File: src/rtl/core/crcrd_pkg.sv
`timescale 1ns / 1ps
`default_nettype none
// ----------------------------------------------------------------------------
// crcrd_pkg
// shared types, constants and the byte-wise crc-32 step for the record decoder
// ----------------------------------------------------------------------------
package crcrd_pkg;

  localparam int unsigned RECORD_BYTES = 32;
  localparam int unsigned POS_W        = 6;
  localparam int unsigned IDX_W        = $clog2(RECORD_BYTES);
  localparam logic [POS_W-1:0] POS_MAX = 6'd63;
  localparam logic [POS_W-1:0] POS_LAST = 6'(RECORD_BYTES - 1);
  localparam logic [POS_W-1:0] CRC_AT  = 6'd28;

  localparam logic [31:0] CRC_POLY   = 32'hEDB8_8320;
  localparam logic [31:0] CRC_PRESET = 32'hFFFF_FFFF;
  localparam logic [31:0] REC_MAGIC  = 32'h3143_5357;
  localparam logic [7:0]  REC_VERSION = 8'd1;

  localparam int unsigned CFG_ADDR_W = 2;
  localparam int unsigned CFG_DATA_W = 8;

  typedef enum logic [CFG_ADDR_W-1:0] {
    CFG_CODE_ENABLED        = 2'd0,
    CFG_CODE_PAUSED_FOREVER = 2'd1,
    CFG_CODE_PAUSED_UNTIL   = 2'd2
  } cfg_reg_t;

  typedef struct packed {
    logic [7:0] enabled;
    logic [7:0] paused_forever;
    logic [7:0] paused_until;
  } mode_codes_t;

  typedef struct packed {
    logic [7:0] byte_value;
    logic       last_byte;
  } beat_t;

  typedef struct packed {
    logic        record_ok;
    logic [7:0]  mode_code;
    logic [31:0] resume_epoch;
    logic [31:0] current_day;
    logic [31:0] current_mask;
    logic [31:0] previous_day;
    logic [31:0] previous_mask;
  } result_t;

  // reflected crc-32, one byte, eight shift steps
  function automatic logic [31:0] crc_byte(input logic [31:0] crc_in,
                                           input logic [7:0]  data);
    logic [31:0] c;
    c = crc_in ^ {24'd0, data};
    for (int k = 0; k < 8; k++) begin
      c = (c >> 1) ^ (CRC_POLY & {32{c[0]}});
    end
    return c;
  endfunction

endpackage
`default_nettype wire

File: src/rtl/core/crc32_record_decoder.sv
`timescale 1ns / 1ps
`default_nettype none
// ----------------------------------------------------------------------------
// crc32_record_decoder
// checks a 32-byte state record streamed one byte per word and unpacks it
// ----------------------------------------------------------------------------
//  channel | dir | payload                                   | accepted when
//  in_     | in  | tdata[7:0] byte_value, tlast last_byte    | tvalid & tready
//  out_    | out | tuser record_ok, tdata mode + five words  | tvalid & tready
//  cfg_    | in  | addr = register index, wdata = mode code  | we high
//
//  one input word per cycle sustained unless stalled; once its last byte is
//  accepted, a result passes the input register, then the result register
//  crc is one byte per cycle while bytes advance, eight unrolled shift steps in the core
//  rst_n is synchronous; it clears position, crc and valids and returns the
//  mode codes to their reset values
//  input stalls only while a last byte sits in the input register and the
//  result register is full and not being taken
// ----------------------------------------------------------------------------
module crc32_record_decoder (
  input  wire logic                             clk,
  input  wire logic                             rst_n,
  // in_tdata: [7:0] byte_value
  input  wire logic                             in_tvalid,
  output logic                                  in_tready,
  input  wire logic [7:0]                       in_tdata,
  input  wire logic                             in_tlast,
  // out_tdata: [7:0] mode_code, [39:8] resume_epoch, [71:40] current_day,
  //   [103:72] current_mask, [135:104] previous_day, [167:136] previous_mask
  output logic                                  out_tvalid,
  input  wire logic                             out_tready,
  output logic [167:0]                          out_tdata,
  // out_tuser: [0] record_ok
  output logic [0:0]                            out_tuser,
  input  wire logic                             cfg_we,
  input  wire logic [crcrd_pkg::CFG_ADDR_W-1:0] cfg_addr,
  input  wire logic [crcrd_pkg::CFG_DATA_W-1:0] cfg_wdata
);

  crcrd_pkg::mode_codes_t codes;
  crcrd_pkg::beat_t       in_beat, s1_beat;
  crcrd_pkg::result_t     res, out_res;
  logic                   s1_valid, advance, can_load, res_valid;

  assign in_beat.byte_value = in_tdata;
  assign in_beat.last_byte  = in_tlast;

  // a non-last byte never needs the result register
  assign advance = s1_valid && (!s1_beat.last_byte || can_load);

  crcrd_cfg_regs u_cfg (
    .clk       (clk),
    .rst_n     (rst_n),
    .cfg_we    (cfg_we),
    .cfg_addr  (cfg_addr),
    .cfg_wdata (cfg_wdata),
    .codes     (codes)
  );

  crcrd_in_reg u_in (
    .clk      (clk),
    .rst_n    (rst_n),
    .in_valid (in_tvalid),
    .in_ready (in_tready),
    .in_beat  (in_beat),
    .advance  (advance),
    .s1_valid (s1_valid),
    .s1_beat  (s1_beat)
  );

  crcrd_core u_core (
    .clk       (clk),
    .rst_n     (rst_n),
    .fire      (advance),
    .beat      (s1_beat),
    .codes     (codes),
    .res_valid (res_valid),
    .res       (res)
  );

  crcrd_out_reg u_out (
    .clk       (clk),
    .rst_n     (rst_n),
    .load      (res_valid),
    .res       (res),
    .can_load  (can_load),
    .out_valid (out_tvalid),
    .out_ready (out_tready),
    .out_res   (out_res)
  );

  assign out_tuser = out_res.record_ok;
  assign out_tdata = {out_res.previous_mask, out_res.previous_day, out_res.current_mask,
                      out_res.current_day, out_res.resume_epoch, out_res.mode_code};

endmodule
`default_nettype wire

File: src/rtl/core/crcrd_cfg_regs.sv
`timescale 1ns / 1ps
`default_nettype none
// ----------------------------------------------------------------------------
// crcrd_cfg_regs
// mode code registers behind the plain write port
// ----------------------------------------------------------------------------
module crcrd_cfg_regs (
  input  wire logic                             clk,
  input  wire logic                             rst_n,
  input  wire logic                             cfg_we,
  input  wire logic [crcrd_pkg::CFG_ADDR_W-1:0] cfg_addr,
  input  wire logic [crcrd_pkg::CFG_DATA_W-1:0] cfg_wdata,
  output crcrd_pkg::mode_codes_t                codes
);

  crcrd_pkg::mode_codes_t codes_r;

  always_ff @(posedge clk) begin
    if (!rst_n) begin
      codes_r.enabled        <= 8'd0;
      codes_r.paused_forever <= 8'd1;
      codes_r.paused_until   <= 8'd2;
    end else if (cfg_we) begin
      case (crcrd_pkg::cfg_reg_t'(cfg_addr))
        crcrd_pkg::CFG_CODE_ENABLED:        codes_r.enabled        <= cfg_wdata;
        crcrd_pkg::CFG_CODE_PAUSED_FOREVER: codes_r.paused_forever <= cfg_wdata;
        crcrd_pkg::CFG_CODE_PAUSED_UNTIL:   codes_r.paused_until   <= cfg_wdata;
        default: ; // unused index
      endcase
    end
  end

  assign codes = codes_r;

endmodule
`default_nettype wire

File: src/rtl/core/crcrd_in_reg.sv
`timescale 1ns / 1ps
`default_nettype none
// ----------------------------------------------------------------------------
// crcrd_in_reg
// input register stage, refills in the cycle it drains
// ----------------------------------------------------------------------------
module crcrd_in_reg (
  input  wire logic             clk,
  input  wire logic             rst_n,
  input  wire logic             in_valid,
  output logic                  in_ready,
  input  wire crcrd_pkg::beat_t in_beat,
  input  wire logic             advance,
  output logic                  s1_valid,
  output crcrd_pkg::beat_t      s1_beat
);

  logic             valid_r;
  crcrd_pkg::beat_t beat_r;

  assign in_ready = !valid_r || advance;

  always_ff @(posedge clk) begin
    if (!rst_n) begin
      valid_r <= 1'b0;
    end else if (in_ready) begin
      valid_r <= in_valid;
    end
  end

  always_ff @(posedge clk) begin
    if (in_ready && in_valid) begin
      beat_r <= in_beat;
    end
  end

  assign s1_valid = valid_r;
  assign s1_beat  = beat_r;

endmodule
`default_nettype wire

File: src/rtl/core/crcrd_core.sv
`timescale 1ns / 1ps
`default_nettype none
// ----------------------------------------------------------------------------
// crcrd_core
// byte position, running crc, record bytes and the record checks
// ----------------------------------------------------------------------------
module crcrd_core (
  input  wire logic                   clk,
  input  wire logic                   rst_n,
  input  wire logic                   fire,
  input  wire crcrd_pkg::beat_t       beat,
  input  wire crcrd_pkg::mode_codes_t codes,
  output logic                        res_valid,
  output crcrd_pkg::result_t          res
);

  logic [crcrd_pkg::POS_W-1:0] pos_r, pos_nxt;
  logic [31:0]                 crc_r, crc_nxt;
  logic [7:0]                  store_r [crcrd_pkg::RECORD_BYTES];

  logic [7:0]  rb [crcrd_pkg::RECORD_BYTES];
  logic [31:0] magic_w, crc_w, epoch_w;
  logic        len_ok, hdr_ok, crc_ok, mode_ok;

  // state update
  always_comb begin
    pos_nxt = pos_r;
    crc_nxt = crc_r;
    if (fire) begin
      if (pos_r < crcrd_pkg::CRC_AT) begin
        crc_nxt = crcrd_pkg::crc_byte(crc_r, beat.byte_value);
      end
      if (pos_r < crcrd_pkg::POS_MAX) begin
        pos_nxt = pos_r + 6'd1;
      end
      if (beat.last_byte) begin
        pos_nxt = '0;
        crc_nxt = crcrd_pkg::CRC_PRESET;
      end
    end
  end

  always_ff @(posedge clk) begin
    if (!rst_n) begin
      pos_r <= '0;
      crc_r <= crcrd_pkg::CRC_PRESET;
    end else begin
      pos_r <= pos_nxt;
      crc_r <= crc_nxt;
    end
  end

  always_ff @(posedge clk) begin
    if (fire && (pos_r < 6'(crcrd_pkg::RECORD_BYTES))) begin
      store_r[pos_r[crcrd_pkg::IDX_W-1:0]] <= beat.byte_value;
    end
  end

  // record view: final byte comes straight from the arriving word
  always_comb begin
    for (int i = 0; i < crcrd_pkg::RECORD_BYTES - 1; i++) begin
      rb[i] = store_r[i];
    end
    rb[crcrd_pkg::RECORD_BYTES-1] = beat.byte_value;
  end

  assign magic_w = {rb[3], rb[2], rb[1], rb[0]};
  assign epoch_w = {rb[11], rb[10], rb[9], rb[8]};
  assign crc_w   = {rb[31], rb[30], rb[29], rb[28]};

  assign len_ok = (pos_r == crcrd_pkg::POS_LAST);
  assign hdr_ok = (magic_w == crcrd_pkg::REC_MAGIC) && (rb[4] == crcrd_pkg::REC_VERSION)
               && (rb[6] == 8'd0) && (rb[7] == 8'd0);
  assign crc_ok = (crc_w == ~crc_r);

  // paused-until wins when codes coincide
  always_comb begin
    if (rb[5] == codes.paused_until) begin
      mode_ok = (epoch_w != 32'd0);
    end else if ((rb[5] == codes.enabled) || (rb[5] == codes.paused_forever)) begin
      mode_ok = (epoch_w == 32'd0);
    end else begin
      mode_ok = 1'b0;
    end
  end

  always_comb begin
    res = '0;
    if (len_ok && hdr_ok && crc_ok && mode_ok) begin
      res.record_ok     = 1'b1;
      res.mode_code     = rb[5];
      res.resume_epoch  = epoch_w;
      res.current_day   = {rb[15], rb[14], rb[13], rb[12]};
      res.current_mask  = {rb[19], rb[18], rb[17], rb[16]};
      res.previous_day  = {rb[23], rb[22], rb[21], rb[20]};
      res.previous_mask = {rb[27], rb[26], rb[25], rb[24]};
    end
  end

  assign res_valid = fire && beat.last_byte;

endmodule
`default_nettype wire

File: src/rtl/core/crcrd_out_reg.sv
`timescale 1ns / 1ps
`default_nettype none
// ----------------------------------------------------------------------------
// crcrd_out_reg
// result register, holds a word until the sink takes it
// ----------------------------------------------------------------------------
module crcrd_out_reg (
  input  wire logic               clk,
  input  wire logic               rst_n,
  input  wire logic               load,
  input  wire crcrd_pkg::result_t res,
  output logic                    can_load,
  output logic                    out_valid,
  input  wire logic               out_ready,
  output crcrd_pkg::result_t      out_res
);

  logic               valid_r;
  crcrd_pkg::result_t res_r;

  assign can_load = !valid_r || out_ready;

  always_ff @(posedge clk) begin
    if (!rst_n) begin
      valid_r <= 1'b0;
    end else if (can_load) begin
      valid_r <= load;
    end
  end

  always_ff @(posedge clk) begin
    if (can_load && load) begin
      res_r <= res;
    end
  end

  assign out_valid = valid_r;
  assign out_res   = res_r;

endmodule
`default_nettype wire

File: config.mk
export PLATFORM = sky130hd
export DESIGN_NAME = crc32_record_decoder
export DESIGN_NICKNAME = d
export VERILOG_FILES = /design/src/rtl/core/crcrd_pkg.sv /design/src/rtl/core/crc32_record_decoder.sv /design/src/rtl/core/crcrd_cfg_regs.sv /design/src/rtl/core/crcrd_in_reg.sv /design/src/rtl/core/crcrd_core.sv /design/src/rtl/core/crcrd_out_reg.sv
export SDC_FILE = /design/constraint.sdc
export NUM_CORES = 1
export LEC_CHECK = 0
export ABC_AREA = 1
export ABC_CLOCK_PERIOD_IN_PS = 12610
export BUFFER_PORTS_ARGS = -buffer_cell sky130_fd_sc_hd__buf_2
export CAP_MARGIN = 20
export CORE_MARGIN = 4
export CORE_UTILIZATION = 25
export CTS_CLUSTER_SIZE = 28
export DETAILED_ROUTE_END_ITERATION = 10
export GPL_ROUTABILITY_DRIVEN = 1
export MAX_ROUTING_LAYER = met4
export PLACE_DENSITY = 0.49
export SLEW_MARGIN = 10
export SYNTH_ARGS = -nofsm -noshare
export SYNTH_HDL_FRONTEND = slang
export SYNTH_SLANG_ARGS = --single-unit
File: constraint.sdc
create_clock -name clk -period 12.61 [get_ports clk]
set_input_delay 1.8915 -clock clk [delete_from_list [all_inputs] [get_ports clk]]
set_output_delay 1.8915 -clock clk [all_outputs]
set_load 0.01 [all_outputs]
; Yosys cells after proc, flatten, opt, wreduce, memory -nomap -nowiden
; Memory sizes are Yosys's and may differ from the RTL's.
; Index checks and enable logic that the tools add are counted.
; W data, S select, Z words.
[word_totals]
word_cells = 79
ram_bits = 256
output_inout_bits = 171
ff_bits = 242
mem_count = 1
[classes]
add_sub_neg = 1
n_eq_ne = 9
n_bitwise = 10
mux = 9
n_lt_le_gt_ge = 3
n_reduce_logical = 30
[memory_table]
columns = name, words, width, read_ports, rd_ports_with_merged_regs, write_ports, line
row1 = u_core.store_r, 32, 8, 31, 0, 1, crcrd_core.sv:19  ; logic [7:0] store_r [crcrd_pkg::RECORD_BYTES];
[ops]
columns = cell, n
row1 = $xor A31 B32 Y32, 8
row2 = $mux W169, 1
row3 = $mux W32, 2
row4 = $eq A32 B30 Y1 const B, 1
row5 = $eq A32 B32 Y1, 1
row6 = $logic_not A32 Y1, 1
row7 = $not A32 Y32, 1
row8 = $reduce_bool A32 Y1, 1
row9 = $xor A32 B8 Y32, 1
row10 = $eq A8 B8 Y1, 3
row11 = $logic_not A8 Y1, 2
row12 = $lt A6 B6 Y1 const B, 2
row13 = $mux W6, 2
row14 = $logic_and A1 B1 Y1, 11
row15 = $reduce_and A2 Y1, 5
row16 = $eq A8 B1 Y1 const B, 1
row17 = $add A6 B1 Y6 const B, 1
row18 = $eq A6 B5 Y1 const B, 1
row19 = $lt A6 B5 Y1 const B, 1
row20 = $logic_or A1 B1 Y1, 4
row21 = $mux W1, 4
row22 = $reduce_bool A2 Y1, 2
row23 = $logic_not A1 Y1, 3
row24 = $eq A2 B1 Y1 const B, 1
row25 = other kinds (2), 2

; Depth between registers and ports, before layout
[logic_depth]
depth_word = 11
depth_mapped = 13
depth_no_buf = 13

; By module
; Synthesis repeated with hierarchy kept, for this count alone.
[hier_totals]
hier_cells = 1738
area_unflattened_um2 = 20289.5
[by_module_without_submodules]
columns = module, seq_area_each_um2, area_each_um2, instances, cells_per_inst
row1 = crcrd_core, 8207.9, 13794.5, 1, 1391
row2 = crcrd_out_reg, 5094.9, 5126.2, 1, 176
row3 = crcrd_cfg_regs, 480.5, 1031.0, 1, 152
row4 = crcrd_in_reg, 290.3, 321.6, 1, 16
row5 = crc32_record_decoder, 0.0, 16.3, 1, 3

; Worst setup path after synthesis
; Ideal clock, no wire load.
[synth_path]
path_type = input-to-reg
startpoint = input out_tready
endpoint = register u_out.res_r, in the netlist u_out.out_res[0], enable pin
required_time_ns = 12.088
n_path_buf = 0
cell_stages = 6
setup_time_ns = 0.522
arrival_ns = 5.458
setup_slack_ns = 6.630
path_cell_list = nor2_1 > nand2_1 > nand2_1 > inv_1 > nand2_1 > inv_1
[synth_via]
elab_chain_cells = 5
[synth_lines]
columns = item, line
row1 = start: declaration, crc32_record_decoder.sv:31  ; input wire logic out_tready,
row2 = $logic_or A1 B1 Y1 (*), crcrd_out_reg.sv:21  ; assign can_load = !valid_r || out_ready;
row3 = $logic_or A1 B1 Y1, crc32_record_decoder.sv:49  ; assign advance = s1_valid && (!s1_beat.last_byte || can_load);
row4 = $logic_and A1 B1 Y1, crc32_record_decoder.sv:49
row5 = $logic_and A1 B1 Y1, crcrd_core.sv:100  ; assign res_valid = fire && beat.last_byte;
row6 = $logic_and A1 B1 Y1 (*), crcrd_out_reg.sv:32  ; if (can_load && load) begin
row7 = end signal: assignment, crcrd_out_reg.sv:33  ; res_r <= res;
row8 = end: declaration, crcrd_out_reg.sv:19  ; crcrd_pkg::result_t res_r;
; Every way passes the cells marked *; elsewhere a longest branch is shown, timed or not.
; A chain may end at the register's enable or synchronous reset.

; Worst setup path after layout
[layout_path]
startpoint = input out_tready
endpoint = output in_tready
[layout_via]
elab_chain_cells = 4
[layout_lines]
columns = item, line
row1 = $logic_or A1 B1 Y1, crcrd_out_reg.sv:21
row2 = $logic_or A1 B1 Y1, crc32_record_decoder.sv:49
row3 = $logic_and A1 B1 Y1, crc32_record_decoder.sv:49
row4 = $logic_or A1 B1 Y1, crcrd_in_reg.sv:21  ; assign in_ready = !valid_r || advance;
row5 = end: declaration, crc32_record_decoder.sv:25  ; output logic in_tready,
; Every way passes these cells.

==> run_results.csv <==
group,metric,value,unit
clock_tree,clock-sinks,490,
flow_run,maxCapViolations,0,
min_path,min_delay_path_depth,2,
worst_setup_path,reg2reg_depth,12,
cells_and_area,drive_above_1_share,21.1,%
placement,hpwl,29900,µm
drt,avgViaCountPerCell,4.01,
clock_tree,clk_pin_slew_worst_paths,0.06,ns
timing,period_needed,4.86,ns
cells_and_area,final_net_count,1831,
synth,synth_flop_cell,"edfxtp_1",
timing,fmax,206,MHz
timing,period_share,38.5,%
clock_tree,numCtsBuffers,51,
floorplanning,start_util,25.4,%
synth,postSynthAreaPerCell,12.5,µm²
drt,vias,11600,
worst_setup_path,crit_chain,"buf_2 > nor2_1 > nand3_1 > buf_2",
min_path,hp-start,"u_cfg.codes[22]",
clock_tree,hold_buffers,0,
clock_tree,post_cts_buffers,0,
synth,yosysSeqAreaShare,71.2,%
power,pwr-share-comb,5.8,%
timing,setup-tns-final,0,ns
power,power.switching,780,µW
timing,final-hold-violation-count,0,
floorplanning,row_count,102,
clock_tree,cts_tree,"done",
synth,syn-cell-area,19800,µm²
clock_tree,cts-root-buf,"clkbuf_16",
drt,dr.pass1.iters,6,
worst_setup_path,critPathArrivalTime,2.97,ns
drt,routed_wl,47100,µm
floorplanning,pin_count,195,
floorplanning,core,77800,µm²
synth,synth_edf_count,426,
outcome,status,"complete, no violations",
synth,synth_area_leaders,"edfxtp_1, dfxtp_1, nor2_4",
worst_setup_path,critPathLaunchType,"input pin",
timing,slew_headroom,29.6,%
placement,port_buffers,194,
drt,drc,0,
worst_setup_path,crit_buf_inv,2,
worst_setup_path,reg2reg_from,"u_in.s1_beat[5]",
clock_tree,clock_latency,0.58,ns
floorplanning,die_area,83600,µm²
synth,synth_top_area_share,64.7,%
timing,rsz0062_at_grt,"no",
timing,tightest_slew,1.06,ns
timing,setup_viol,0,
synth,synth_fp_nets,1604,
power,ir_worst_vdd,87.6,µV
worst_setup_path,endpoint_kind,"output pin",
timing,skew,0.0193,ns
placement,place_area,21800,µm²
cells_and_area,design_area,23500,µm²
synth,synth-seq-cells,490,
worst_setup_path,slowest_stage,"nor2_1",
global_route,grt_usage,11.5,%
worst_setup_path,startpoint,"out_tready",
power,swShare,22.5,%
timing,slew_violations,0,
synth,ys.warnings.count,0,
power,clkPwrFrac,42.3,%
power,p_leak,0.00954,µW
power,total_power,3470,µW
drt,ant_nets,0,
power,powerDensity,148,nW/µm²
floorplanning,dieWidth,289,µm
worst_setup_path,path_class,"in -> out",
synth,synth_cells,1576,
synth,ys_types,36,
placement,place.gp.congestion,0.866,
clock_tree,cts_resized,0,
worst_setup_path,path_max_fanout,3,
power,seq_power_share,51.9,%
worst_setup_path,path_common_cell,"buf_2",
worst_setup_path,crit_family,"simple AND/OR/NAND/NOR gates",
drt,first_iter_violations,834,
timing,fin_hold_ws,0.486,ns
power,p_int,2690,µW
clock_tree,cts_max_level,2,
global_route,grt_start_max_net_pins,97,
clock_tree,cts_buffer_depth,3,
global_route,grt_pass1_vias,11600,
global_route,overflow,0,
drt,post_drt_wl_per_cell,16.3,µm
global_route,antenna_found_initial,1,
synth,yosys.area.top_type,"edfxtp_1",
synth,yosysMostFrequentCell,"edfxtp_1",
global_route,grt_pass1_wl,70600,µm
worst_setup_path,slowest_delay,0.40,ns
cells_and_area,syn2layout_area_growth,18.8,%
floorplanning,die_h,289,µm
worst_setup_path,required,10.72,ns
synth,ys_top_cells_by_count,"edfxtp_1, inv_1, nand2_1",
worst_setup_path,worst-path-stages,4,
synth,async_flop_share,0,%
min_path,hold_class,"reg -> reg",
-- metal layers --
| layer | global-route usage [%] | up-vias | part of all wire [%] |
|---|---|---|---|
| met1 | 14.6 | 5581 | 44 |
| li1 | - | 5638 | - |
| met5 | - | - | 0 |
| met2 | 18.6 | 284 | 47 |
| met3 | 2.29 | 76 | 5.9 |
| met4 | 3.54 | 0 | 2.7 |
-- cell type report --
class / count / area, µm²
Clock inverter: 32 / 285
Timing Repair Buffer: 207 / 1080
Tap cell: 1040 / 1300
Inverter: 244 / 921
Sequential cell: 490 / 14100
Multi-Input combinational cell: 809 / 4470
Fill cell: 7925 / 54400
Clock buffer: 62 / 1340
Antenna cell: 1 / 2.50
-- state kept, by name, summed over array words and instances, names as in the netlist --
register and cells:
u_in.s1_beat 9, u_core.pos_r 6, u_core.crc_r 32, u_out.out_valid 1, u_cfg.codes 24, u_in.s1_valid 1, u_out.out_res 169, u_core.store_r 248
-- final timing paths --
kind	endpoint	slack, ns
worst min register to register	u_cfg.codes[22]	0.49
worst min-delay path	u_cfg.codes[22]	0.49
worst max-delay path	in_tready	7.75
worst max register to register	u_out.out_res[59]	9.14
-- cells by family after synthesis --
| kind of cell | after synthesis | synth area share [%] |
|---|---|---|
| xor+xnor | 57 | 2.53 |
| simple gates | 639 | 16.8 |
| flops | 490 | 71.2 |
| buf+inv | 277 | 6.26 |
| fa+ha+maj | 4 | 0.253 |
| compound gates | 109 | 2.97 |
-- worst register-to-register path, delay by kind of cell, from the launching register on --
kind	cells	cell delay [ns]
AND/OR/NAND/NOR	9	1.69
flip-flops	1	0.32
buffers and inverters	3	1.31
-- power by group through the flow --
stage | Combinational (µW) | Sequential, µW | Clock [µW]
after global placement | 202 | 1840 | 0
after CTS | 204 | 1800 | 1530
after floorplan | 126 | 1840 | 0
after global routing | 229 | 1800 | 1590
final | 201 | 1800 | 1470
after detailed placement | 203 | 1840 | 0
-- stage by stage --
stage	setup WS, ns	util (%)	cells
global route	7.70	30.1	2885
detailed placement	7.70	28.1	2790
floorplan	6.63	-	1576
global placement	7.68	28.1	2790
finish	7.75	30.1	2885
CTS	7.69	30.1	2884
-- layout by cell type, fill, tap and decap left out, drive strengths merged, types with 2 or more instances in the layout --
master  instances
nor3b           2
nor3           16
nand3b          2
bufinv          5
nand4          15
o21a            3
xor2           31
o211ai         10
inv           246
or2             7
clkbuf         62
edfxtp        426
nand2         234
nand3          49
a21oi          37
xnor2          26
ha              4
clkinv         25
nor2          313
o21ai          56
buf           207
dfxtp          64
Note: power is estimated with default switching activity, not from simulation.
